$ cat config.mk
export PLATFORM = sky130hd
export DESIGN_NAME = spi_nor_flash_command_sequencer_top
export DESIGN_NICKNAME = d
export VERILOG_FILES = /design/src/hw/rtl/snfcs_pkg.sv /design/src/hw/rtl/spi_nor_flash_command_sequencer_top.sv
export SDC_FILE = /design/constraint.sdc
export NUM_CORES = 1
export LEC_CHECK = 0
export BUFFER_PORTS_ARGS = -buffer_cell sky130_fd_sc_hd__buf_4
export CORE_MARGIN = 3
export CORE_UTILIZATION = 45
export CTS_CLUSTER_DIAMETER = 60
export DETAILED_ROUTE_END_ITERATION = 7
export MAX_ROUTING_LAYER = met4
export PLACE_DENSITY_LB_ADDON = 0.05
export SETUP_SLACK_MARGIN = 0.05
export SLEW_MARGIN = 10
export SYNTH_ARGS = -nofsm -noshare
export SYNTH_HDL_FRONTEND = slang
export SYNTH_SLANG_ARGS = --single-unit
export TNS_END_PERCENT = 30
$ cat constraint.sdc
create_clock -name i_clk -period 13.22 [get_ports i_clk]
set_input_delay 0.661 -clock i_clk [delete_from_list [all_inputs] [get_ports i_clk]]
set_output_delay 0.661 -clock i_clk [all_outputs]
set_load 0.02 [all_outputs]
$ cat src/hw/rtl/snfcs_pkg.sv
// ----------------------------------------------------------------------------
// SPI NOR flash command sequencer package
// Shared types, command codes and size constants for the sequencer.
// ----------------------------------------------------------------------------
package snfcs_pkg;

    localparam int unsigned PAGE_BYTES_DEF   = 256;
    localparam int unsigned SECTOR_BYTES_DEF = 4096;
    localparam int unsigned MAX_RESULTS      = 6;
    localparam int unsigned CFG_IDX_W        = 3;
    localparam int unsigned CFG_DATA_W       = 25;

    localparam logic [7:0] CMD_STATUS  = 8'h05;
    localparam logic [7:0] CMD_WREN    = 8'h06;
    localparam logic [7:0] CMD_READ    = 8'h03;
    localparam logic [7:0] CMD_PROGRAM = 8'h02;
    localparam logic [7:0] CMD_SECTOR  = 8'h20;
    localparam logic [7:0] CMD_CHIP    = 8'hC7;
    localparam logic [7:0] CMD_ID      = 8'h9F;

    typedef enum logic [2:0] {
        ACT_READ   = 3'd0,
        ACT_WRITE  = 3'd1,
        ACT_WDATA  = 3'd2,
        ACT_SECTOR = 3'd3,
        ACT_CHIP   = 3'd4,
        ACT_ID     = 3'd5,
        ACT_FLASH  = 3'd6,
        ACT_TICK   = 3'd7
    } t_action;

    typedef enum logic [1:0] {
        K_SEND   = 2'd0,
        K_SLOT   = 2'd1,
        K_HOST   = 2'd2,
        K_STATUS = 2'd3
    } t_kind;

    typedef enum logic [2:0] {
        ST_OK      = 3'd0,
        ST_BAD     = 3'd1,
        ST_RANGE   = 3'd2,
        ST_TIMEOUT = 3'd3,
        ST_MAKER   = 3'd4
    } t_status;

    typedef enum logic [CFG_IDX_W-1:0] {
        REG_CAPACITY = 3'd0,
        REG_BUSY_TO  = 3'd1,
        REG_ERASE_TO = 3'd2,
        REG_CHIP_TO  = 3'd3,
        REG_MAKER    = 3'd4
    } t_reg_idx;

    typedef struct packed {
        logic [2:0]  action;
        logic [23:0] op_address;
        logic [24:0] op_length;
        logic [7:0]  data_byte;
    } t_in_item;

    typedef struct packed {
        logic [1:0] out_kind;
        logic [7:0] out_byte;
        logic       frame_first;
        logic       frame_last;
        logic [2:0] done_status;
        logic       last;
    } t_out_item;

endpackage

$ cat src/hw/rtl/spi_nor_flash_command_sequencer_top.sv
// ----------------------------------------------------------------------------
// SPI NOR flash command sequencer
// Turns host requests and flash events into framed SPI bytes and statuses.
// ----------------------------------------------------------------------------
// Usage:
// The input channel carries one transaction per request or event (read, write,
// data byte, sector erase, chip erase, read ID, flash byte in, tick). Each
// input transaction causes zero to five result transactions on the output
// channel, the final one flagged by last.
// An accepted transaction is held in an input register; once the result
// buffer is free the sequencer state is updated and up to five results are
// written to the result buffer in one step. The buffer then drains one result
// per cycle while the receiver does not stall, and the drain of the result
// buffer sets the pace. A new transaction can wait in the input register while
// the results of the last one drain. When the receiver stalls, the current
// result holds and the input side is stalled once the input register and
// result buffer are both full.
// Reset clears the configuration to its defaults, puts the sequencer idle and
// empties both registers. Configuration writes take effect at once.
// ----------------------------------------------------------------------------
module spi_nor_flash_command_sequencer_top #(
    parameter int unsigned PAGE_BYTES   = snfcs_pkg::PAGE_BYTES_DEF,
    parameter int unsigned SECTOR_BYTES = snfcs_pkg::SECTOR_BYTES_DEF
) (
    input  logic                                i_clk,
    input  logic                                i_rst_n,
    input  logic                                i_valid,
    output logic                                o_stall,
    input  snfcs_pkg::t_in_item                 i_data,
    output logic                                o_valid,
    input  logic                                i_stall,
    output snfcs_pkg::t_out_item                o_data,
    input  logic                                i_cfg_we,
    input  logic [snfcs_pkg::CFG_IDX_W-1:0]     i_cfg_idx,
    input  logic [snfcs_pkg::CFG_DATA_W-1:0]    i_cfg_data
);
    import snfcs_pkg::*;

    localparam int unsigned PG_W  = $clog2(PAGE_BYTES);
    localparam int unsigned SEC_W = $clog2(SECTOR_BYTES);

    typedef enum logic [3:0] {
        PH_IDLE, PH_READ, PH_POLL, PH_WDATA, PH_ERASED, PH_ID
    } t_phase;

    localparam logic [1:0] PP_WRITE = 2'd0, PP_PRE = 2'd1, PP_SECT = 2'd2, PP_CHIP = 2'd3;
    localparam logic [17:0] ELAPSED_MAX = 18'h3FFFF;

    // Configuration registers
    logic [24:0] r_capacity;
    logic [15:0] r_busy_to;
    logic [16:0] r_erase_to;
    logic [17:0] r_chip_to;
    logic [7:0]  r_maker;

    // Sequencer state
    t_phase      r_phase, n_phase;
    logic [23:0] r_addr, n_addr;
    logic [24:0] r_rem, n_rem;
    logic [PG_W:0] r_chunk, n_chunk;
    logic [17:0] r_elapsed, n_elapsed;
    logic [2:0]  r_op, n_op;
    logic [1:0]  r_pp, n_pp;
    logic [1:0]  r_idx, n_idx;
    logic        r_match, n_match;

    // Input register and result buffer
    logic        r_in_vld;
    t_in_item    r_in;
    t_out_item   r_res [MAX_RESULTS];
    t_out_item   n_res [MAX_RESULTS];
    logic [2:0]  r_cnt, n_cnt;
    logic [2:0]  r_rd;

    logic buf_busy, buf_free, step, in_acc, out_acc;

    assign out_acc  = o_valid && !i_stall;
    assign buf_busy = (r_cnt != 3'd0);
    // Buffer is free this cycle if empty or its final result leaves now.
    assign buf_free = !buf_busy || (out_acc && (r_rd == r_cnt - 3'd1));
    assign step     = r_in_vld && buf_free;
    assign o_stall  = r_in_vld && !step;
    assign in_acc   = i_valid && !o_stall;
    assign o_valid  = buf_busy;
    assign o_data   = r_res[r_rd];

    always_comb begin
        logic [2:0]  act;
        logic [7:0]  b;
        logic [17:0] lim;
        logic [25:0] span;
        logic [PG_W:0] avail;
        logic [2:0]  k;
        logic [1:0]  idx1;

        act  = r_in.action;
        b    = r_in.data_byte;
        k    = 3'd0;
        lim  = 18'd0;
        span = 26'd0;
        avail = '0;
        idx1 = 2'd0;
        n_phase = r_phase; n_addr = r_addr; n_rem = r_rem; n_chunk = r_chunk;
        n_elapsed = r_elapsed; n_op = r_op; n_pp = r_pp; n_idx = r_idx;
        n_match = r_match;
        for (int i = 0; i < MAX_RESULTS; i++) n_res[i] = '0;

        case (act)
            ACT_TICK: begin
                if (r_elapsed < ELAPSED_MAX) n_elapsed = r_elapsed + 18'd1;
                if (r_phase == PH_ERASED) begin
                    n_pp = PP_SECT; n_elapsed = 18'd0;
                    n_res[0] = '{K_SEND, CMD_STATUS, 1'b1, 1'b0, ST_OK, 1'b0};
                    n_res[1] = '{K_SLOT, 8'd0, 1'b0, 1'b1, ST_OK, 1'b0};
                    k = 3'd2; n_phase = PH_POLL;
                end
            end
            ACT_FLASH: begin
                if (r_phase == PH_POLL) begin
                    if (!b[0]) begin
                        case (r_pp)
                            PP_WRITE: begin
                                if (r_rem != 25'd0) begin
                                    avail = (PG_W+1)'(PAGE_BYTES)
                                          - {1'b0, r_addr[PG_W-1:0]};
                                    n_chunk = (r_rem < 25'(avail)) ? (PG_W+1)'(r_rem) : avail;
                                    n_res[0] = '{K_SEND, CMD_WREN, 1'b1, 1'b1, ST_OK, 1'b0};
                                    n_res[1] = '{K_SEND, CMD_PROGRAM, 1'b1, 1'b0, ST_OK, 1'b0};
                                    n_res[2] = '{K_SEND, r_addr[23:16], 1'b0, 1'b0, ST_OK, 1'b0};
                                    n_res[3] = '{K_SEND, r_addr[15:8], 1'b0, 1'b0, ST_OK, 1'b0};
                                    n_res[4] = '{K_SEND, r_addr[7:0], 1'b0, 1'b0, ST_OK, 1'b0};
                                    k = 3'd5; n_phase = PH_WDATA;
                                end else begin
                                    n_res[0] = '{K_STATUS, 8'd0, 1'b0, 1'b0, ST_OK, 1'b0};
                                    k = 3'd1; n_phase = PH_IDLE;
                                end
                            end
                            PP_PRE: begin
                                n_res[0] = '{K_SEND, CMD_WREN, 1'b1, 1'b1, ST_OK, 1'b0};
                                if (r_op == ACT_CHIP) begin
                                    n_res[1] = '{K_SEND, CMD_CHIP, 1'b1, 1'b1, ST_OK, 1'b0};
                                    n_res[2] = '{K_SEND, CMD_STATUS, 1'b1, 1'b0, ST_OK, 1'b0};
                                    n_res[3] = '{K_SLOT, 8'd0, 1'b0, 1'b1, ST_OK, 1'b0};
                                    k = 3'd4; n_pp = PP_CHIP; n_elapsed = 18'd0;
                                    n_phase = PH_POLL;
                                end else begin
                                    n_res[1] = '{K_SEND, CMD_SECTOR, 1'b1, 1'b0, ST_OK, 1'b0};
                                    n_res[2] = '{K_SEND, r_addr[23:16], 1'b0, 1'b0, ST_OK, 1'b0};
                                    n_res[3] = '{K_SEND, r_addr[15:8], 1'b0, 1'b0, ST_OK, 1'b0};
                                    n_res[4] = '{K_SEND, r_addr[7:0], 1'b0, 1'b1, ST_OK, 1'b0};
                                    k = 3'd5; n_phase = PH_ERASED;
                                end
                            end
                            default: begin
                                n_res[0] = '{K_STATUS, 8'd0, 1'b0, 1'b0, ST_OK, 1'b0};
                                k = 3'd1; n_phase = PH_IDLE;
                            end
                        endcase
                    end else begin
                        lim = (r_pp == PP_WRITE) ? 18'(r_busy_to)
                            : (r_pp == PP_CHIP) ? r_chip_to : 18'(r_erase_to);
                        if (r_elapsed >= lim) begin
                            n_res[0] = '{K_STATUS, 8'd0, 1'b0, 1'b0, ST_TIMEOUT, 1'b0};
                            k = 3'd1; n_phase = PH_IDLE;
                        end else begin
                            n_res[0] = '{K_SEND, CMD_STATUS, 1'b1, 1'b0, ST_OK, 1'b0};
                            n_res[1] = '{K_SLOT, 8'd0, 1'b0, 1'b1, ST_OK, 1'b0};
                            k = 3'd2;
                        end
                    end
                end else if (r_phase == PH_READ) begin
                    n_res[0] = '{K_HOST, b, 1'b0, 1'b0, ST_OK, 1'b0};
                    n_rem = r_rem - 25'd1;
                    if (n_rem == 25'd0) begin
                        n_res[1] = '{K_STATUS, 8'd0, 1'b0, 1'b0, ST_OK, 1'b0};
                        n_phase = PH_IDLE;
                    end else begin
                        n_res[1] = '{K_SLOT, 8'd0, 1'b0, n_rem == 25'd1, ST_OK, 1'b0};
                    end
                    k = 3'd2;
                end else if (r_phase == PH_ID) begin
                    n_res[0] = '{K_HOST, b, 1'b0, 1'b0, ST_OK, 1'b0};
                    if (r_idx == 2'd0) n_match = (b == r_maker);
                    idx1 = r_idx + 2'd1;
                    n_idx = idx1;
                    if (idx1 != 2'd3) begin
                        n_res[1] = '{K_SLOT, 8'd0, 1'b0, idx1 == 2'd2, ST_OK, 1'b0};
                    end else begin
                        n_res[1] = '{K_STATUS, 8'd0, 1'b0, 1'b0,
                                     n_match ? ST_OK : ST_MAKER, 1'b0};
                        n_phase = PH_IDLE;
                    end
                    k = 3'd2;
                end
            end
            ACT_WDATA: begin
                if (r_phase == PH_WDATA) begin
                    n_res[0] = '{K_SEND, b, 1'b0, r_chunk <= (PG_W+1)'(1), ST_OK, 1'b0};
                    k = 3'd1;
                    if (r_chunk != '0) n_chunk = r_chunk - (PG_W+1)'(1);
                    if (r_rem != 25'd0) n_rem = r_rem - 25'd1;
                    n_addr = r_addr + 24'd1;
                    if (n_chunk == '0) begin
                        n_pp = PP_WRITE; n_elapsed = 18'd0;
                        n_res[1] = '{K_SEND, CMD_STATUS, 1'b1, 1'b0, ST_OK, 1'b0};
                        n_res[2] = '{K_SLOT, 8'd0, 1'b0, 1'b1, ST_OK, 1'b0};
                        k = 3'd3; n_phase = PH_POLL;
                    end
                end
            end
            default: begin
                if (r_phase == PH_IDLE) begin
                    n_op = act;
                    span = {2'b0, r_in.op_address} + {1'b0, r_in.op_length};
                    if (act == ACT_READ || act == ACT_WRITE) begin
                        if (r_in.op_length == 25'd0) begin
                            n_res[0] = '{K_STATUS, 8'd0, 1'b0, 1'b0, ST_BAD, 1'b0};
                            k = 3'd1;
                        end else if (span > {1'b0, r_capacity}) begin
                            n_res[0] = '{K_STATUS, 8'd0, 1'b0, 1'b0, ST_RANGE, 1'b0};
                            k = 3'd1;
                        end else begin
                            n_addr = r_in.op_address; n_rem = r_in.op_length;
                            if (act == ACT_READ) begin
                                n_res[0] = '{K_SEND, CMD_READ, 1'b1, 1'b0, ST_OK, 1'b0};
                                n_res[1] = '{K_SEND, r_in.op_address[23:16], 1'b0, 1'b0,
                                             ST_OK, 1'b0};
                                n_res[2] = '{K_SEND, r_in.op_address[15:8], 1'b0, 1'b0,
                                             ST_OK, 1'b0};
                                n_res[3] = '{K_SEND, r_in.op_address[7:0], 1'b0, 1'b0,
                                             ST_OK, 1'b0};
                                n_res[4] = '{K_SLOT, 8'd0, 1'b0, r_in.op_length == 25'd1,
                                             ST_OK, 1'b0};
                                k = 3'd5; n_phase = PH_READ;
                            end else begin
                                n_chunk = '0; n_pp = PP_WRITE; n_elapsed = 18'd0;
                                n_res[0] = '{K_SEND, CMD_STATUS, 1'b1, 1'b0, ST_OK, 1'b0};
                                n_res[1] = '{K_SLOT, 8'd0, 1'b0, 1'b1, ST_OK, 1'b0};
                                k = 3'd2; n_phase = PH_POLL;
                            end
                        end
                    end else if (act == ACT_SECTOR &&
                                 (r_in.op_address[SEC_W-1:0] != '0 ||
                                  {1'b0, r_in.op_address} >= r_capacity)) begin
                        n_res[0] = '{K_STATUS, 8'd0, 1'b0, 1'b0, ST_RANGE, 1'b0};
                        k = 3'd1;
                    end else if (act == ACT_SECTOR || act == ACT_CHIP) begin
                        if (act == ACT_SECTOR) n_addr = r_in.op_address;
                        n_pp = PP_PRE; n_elapsed = 18'd0;
                        n_res[0] = '{K_SEND, CMD_STATUS, 1'b1, 1'b0, ST_OK, 1'b0};
                        n_res[1] = '{K_SLOT, 8'd0, 1'b0, 1'b1, ST_OK, 1'b0};
                        k = 3'd2; n_phase = PH_POLL;
                    end else begin
                        n_idx = 2'd0; n_match = 1'b0;
                        n_res[0] = '{K_SEND, CMD_ID, 1'b1, 1'b0, ST_OK, 1'b0};
                        n_res[1] = '{K_SLOT, 8'd0, 1'b0, 1'b0, ST_OK, 1'b0};
                        k = 3'd2; n_phase = PH_ID;
                    end
                end
            end
        endcase
        n_cnt = k;
        for (int i = 0; i < MAX_RESULTS; i++) begin
            if (3'(i + 1) == k) n_res[i].last = 1'b1;
        end
    end

    always_ff @(posedge i_clk) begin
        if (!i_rst_n) begin
            r_capacity <= 25'd8388608;
            r_busy_to  <= 16'd1000;
            r_erase_to <= 17'd5000;
            r_chip_to  <= 18'd120000;
            r_maker    <= 8'd239;
            r_phase    <= PH_IDLE;
            r_addr     <= '0;
            r_rem      <= '0;
            r_chunk    <= '0;
            r_elapsed  <= '0;
            r_op       <= '0;
            r_pp       <= '0;
            r_idx      <= '0;
            r_match    <= 1'b0;
            r_in_vld   <= 1'b0;
            r_cnt      <= '0;
            r_rd       <= '0;
        end else begin
            if (i_cfg_we) begin
                case (t_reg_idx'(i_cfg_idx))
                    REG_CAPACITY: r_capacity <= i_cfg_data;
                    REG_BUSY_TO:  r_busy_to  <= i_cfg_data[15:0];
                    REG_ERASE_TO: r_erase_to <= i_cfg_data[16:0];
                    REG_CHIP_TO:  r_chip_to  <= i_cfg_data[17:0];
                    REG_MAKER:    r_maker    <= i_cfg_data[7:0];
                    default: ;
                endcase
            end
            if (in_acc) begin
                r_in_vld <= 1'b1;
                r_in     <= i_data;
            end else if (step) begin
                r_in_vld <= 1'b0;
            end
            if (step) begin
                r_phase <= n_phase; r_addr <= n_addr; r_rem <= n_rem;
                r_chunk <= n_chunk; r_elapsed <= n_elapsed; r_op <= n_op;
                r_pp <= n_pp; r_idx <= n_idx; r_match <= n_match;
                r_cnt <= n_cnt; r_rd <= '0;
                r_res <= n_res;
            end else if (out_acc) begin
                if (r_rd == r_cnt - 3'd1) begin
                    r_cnt <= '0;
                    r_rd  <= '0;
                end else begin
                    r_rd <= r_rd + 3'd1;
                end
            end
        end
    end

    // A new batch only lands when the previous one has fully drained.
    a_no_overwrite: assert property (@(posedge i_clk) disable iff (!i_rst_n)
        step |-> (r_cnt == 3'd0 || out_acc))
        else $error("result buffer overwritten");
    a_rd_in_range: assert property (@(posedge i_clk) disable iff (!i_rst_n)
        o_valid |-> (r_rd < r_cnt))
        else $error("read pointer beyond result count");
    a_last_at_end: assert property (@(posedge i_clk) disable iff (!i_rst_n)
        o_valid |-> (o_data.last == (r_rd == r_cnt - 3'd1)))
        else $error("last flag misplaced");

endmodule

==> run metrics <==
vias in the first global route=15500; worst path arrival time=6580 ps; Antenna Nets Post-Route=0; fin crit period=6180 ps; worst-margin pin slew=1130 ps; most common cell after layout, fill and taps aside=nand2_1; main flop type after synthesis=dfxtp_1; Filler cells=3739; synth unique cells=92; area leader, netlist=edfxtp_1; clk buf depth=3; placement row count=72; Slew Limit Fails=0; PortBufs=110; Critical R2R Capture=r_elapsed[17]; Final Cycle Share=46.7%; Highest Signal Layer=met4; Area Growth Syn to Fin=13.2%; Synth top area share=20.3%; largest net degree at the start of global routing=90; CTS Hold Bufs=0; critical path class=reg2reg; Yosys warnings=0; multi-input logic area=10000 sq um; WL met1=26700 um; Final Hold Vio Count=0; initial core utilization=46.2%; Total GRT Usage=29.0%; Reg area=7230 sq um; largest family of logic cells by synthesized area=simple AND/OR/NAND/NOR gates; FMAX=0.162 GHz; routed wl met3=4510 um; fraction of layout cells with a size suffix above 1=11.1%; DRC violations left=0; max-cap viol count=0; CTS clk-pin slew, worst paths=60 ps; CTS tree=done; multiplexer share of the synthesized area=1.77%; Crit. End Element=flop; Adder-Cell Fraction of Synth Area=7.94%; DR iter-0 viols=1755; r2r setup slk=7040 ps; Via-to-Cell Ratio=6.14; CP Launch Type=flop; endpoints failing setup=0; Hold Path Class=in2reg; PD cells=123 nW/um^2; clk_lat worst skew=550 ps; DR vias=16500; DR pass1 iterations=5; RR Startpoint=r_in[8]; Post-CTS Resized=0; Setup Fix Bufs, Post-CTS=0; VDD IR max=0.0945 mV; WL met2=27300 um; Setup crit start=r_in[8]; Netlist Area Pre-Place=18100 sq um; register area share after synthesis=40.0%; Pleak=7.51 nW; H-Tree Depth=2; Die Ht=206 um; CTS sink cnt=300; Compound-Gate Fraction of Synth Area=20.8%; Die Wd=206 um; run status=complete, no violations; Area contributors post-synth=edfxtp_1 (20%), dfxtp_1 (20%), ha_1 (7.8%); Max-slew headroom=22.5%; global-route wire length before repair=92400 um; CTS root buf=clkbuf_16; Final Skew=28.9 ps; reg2reg path depth=20; Final nets=2347; Syn Area/Cell=8.59 sq um; final wirelength=60800 um; fraction of registers with async set/reset=0%; commonest cells after routing, fill and taps aside=nand2_1 (320), a21oi_1 (191), dfxtp_1 (178); initial antenna violation count=2; crit-path max FO=37; Post-synth EDFFs=122; Avg WL per Cell=22.6 um; Core ar.=39100 sq um; hold slack=281 ps; io pins=111; Critical Path End=r_elapsed[17]; GP Congestion=0.976; synthesized net count=2309; Die ar.=42600 sq um; flops & latches, synth=300; Simple-Gate Fraction of Synth Area=22.5%; Synth Area in XOR/XNOR=2.26%; HPWL Detailed=44200 um; unrepaired setup endpoints after global routing=false; CP Data Required Time=13620 ps; setup tns final=0 ps; grt total ovfl=0; CTS Buf Count=37; Mapped Cells=2102
==> how the worst min path moves through the flow <==
stage | startpoint | to | slack, ps | depth (start not counted)
final | i_data[59] | r_in[59] | 280 | 1
after global routing | i_data[1] | r_in[1] | 270 | 1
after CTS | i_data[52] | r_in[52] | 260 | 1
after detailed placement | r_erase_to[5] | r_erase_to[5] | 440 | 2
after global placement | r_erase_to[14] | r_erase_to[14] | 440 | 2
after floorplan | r_erase_to[10] | r_erase_to[10] | 430 | 2
==> final cells by class <==
| class | instances | area share (%) |
|---|---|---|
| antenna | 2 | 0.0245 |
| clock buffer | 43 | 4.80 |
| clock inverter | 24 | 1.40 |
| inverter | 78 | 1.43 |
| multi-input combinational | 1593 | 49.0 |
| sequential | 300 | 35.4 |
| tap | 518 | 3.17 |
| timing repair buffer | 130 | 4.78 |
==> flip-flops by register name (all words and copies together) (netlist names) <==
| name | count |
|---|---|
| r_match | 1 |
| r_capacity | 25 |
| r_chip_to | 18 |
| r_in | 60 |
| r_rd | 3 |
| r_elapsed | 18 |
| r_cnt | 3 |
| r_res | 62 |
| r_op | 3 |
| r_phase | 3 |
| r_chunk | 9 |
| r_addr | 24 |
| r_pp | 2 |
| r_rem | 25 |
| r_maker | 8 |
| r_erase_to | 17 |
| r_in_vld | 1 |
| r_idx | 2 |
| r_busy_to | 16 |
==> worst max-delay path, cell delays in order, from the launching register on <==
cell and delay, ps:
edfxtp_1 470, ha_1 280, fa_1 410, a21oi_1 210, o2111a_1 280, o21a_1 160, o21ai_0 170, a21boi_0 380
o31ai_1 160, o41ai_1 310, xnor2_1 120, ha_1 210, a2111oi_0 400, o211ai_1 140, o21ai_0 200, o211ai_1 210
o21ai_0 650, a21boi_2 170, buf_4 300, o31ai_4 710, a21oi_1 100
==> synthesized netlist by cell type, drive strengths merged, types with 28 or more instances <==
library cell / count
ha: 113
inv: 76
a21oi: 193
clkbuf: 106
nor4: 53
nand3: 86
nor3: 66
dfxtp: 178
o22ai: 28
nand2: 321
nor2: 139
edfxtp: 122
o21ai: 90
==> through the flow <==
stage,setup WS [ps],util (%),instances,power [mW],instance area (sq um)
after detailed placement,6910,49.0,2619,1.46,19100
after floorplan,8330,-,2102,1.32,18100
final,7040,52.2,2688,2.51,20400
after global placement,6980,49.0,2619,1.45,19100
after CTS,6900,52.2,2686,2.52,20400
after global routing,6480,52.2,2688,2.61,20400
==> cells by family after synthesis <==
kind of cell	after synthesis
buffers and inverters	209
other	1
AND/OR/NAND/NOR	834
AO/OA/AOI/OAI	569
flip-flops	300
adder cells (fa/ha/maj)	114
multiplexers	30
XOR/XNOR	45
==> layer usage <==
metal | track usage [%] | up-vias
li1 | - | 7896
met2 | 43.6 | 628
met4 | 10.4 | 0
met5 | - | -
met1 | 39.3 | 7834
met3 | 5.26 | 144
==> where the power goes <==
group	internal (mW)	switching [mW]
logic	0.151	0.269
clock network	0.636	0.423
registers	0.994	0.0359
Note: power is estimated with default switching activity, not from simulation.
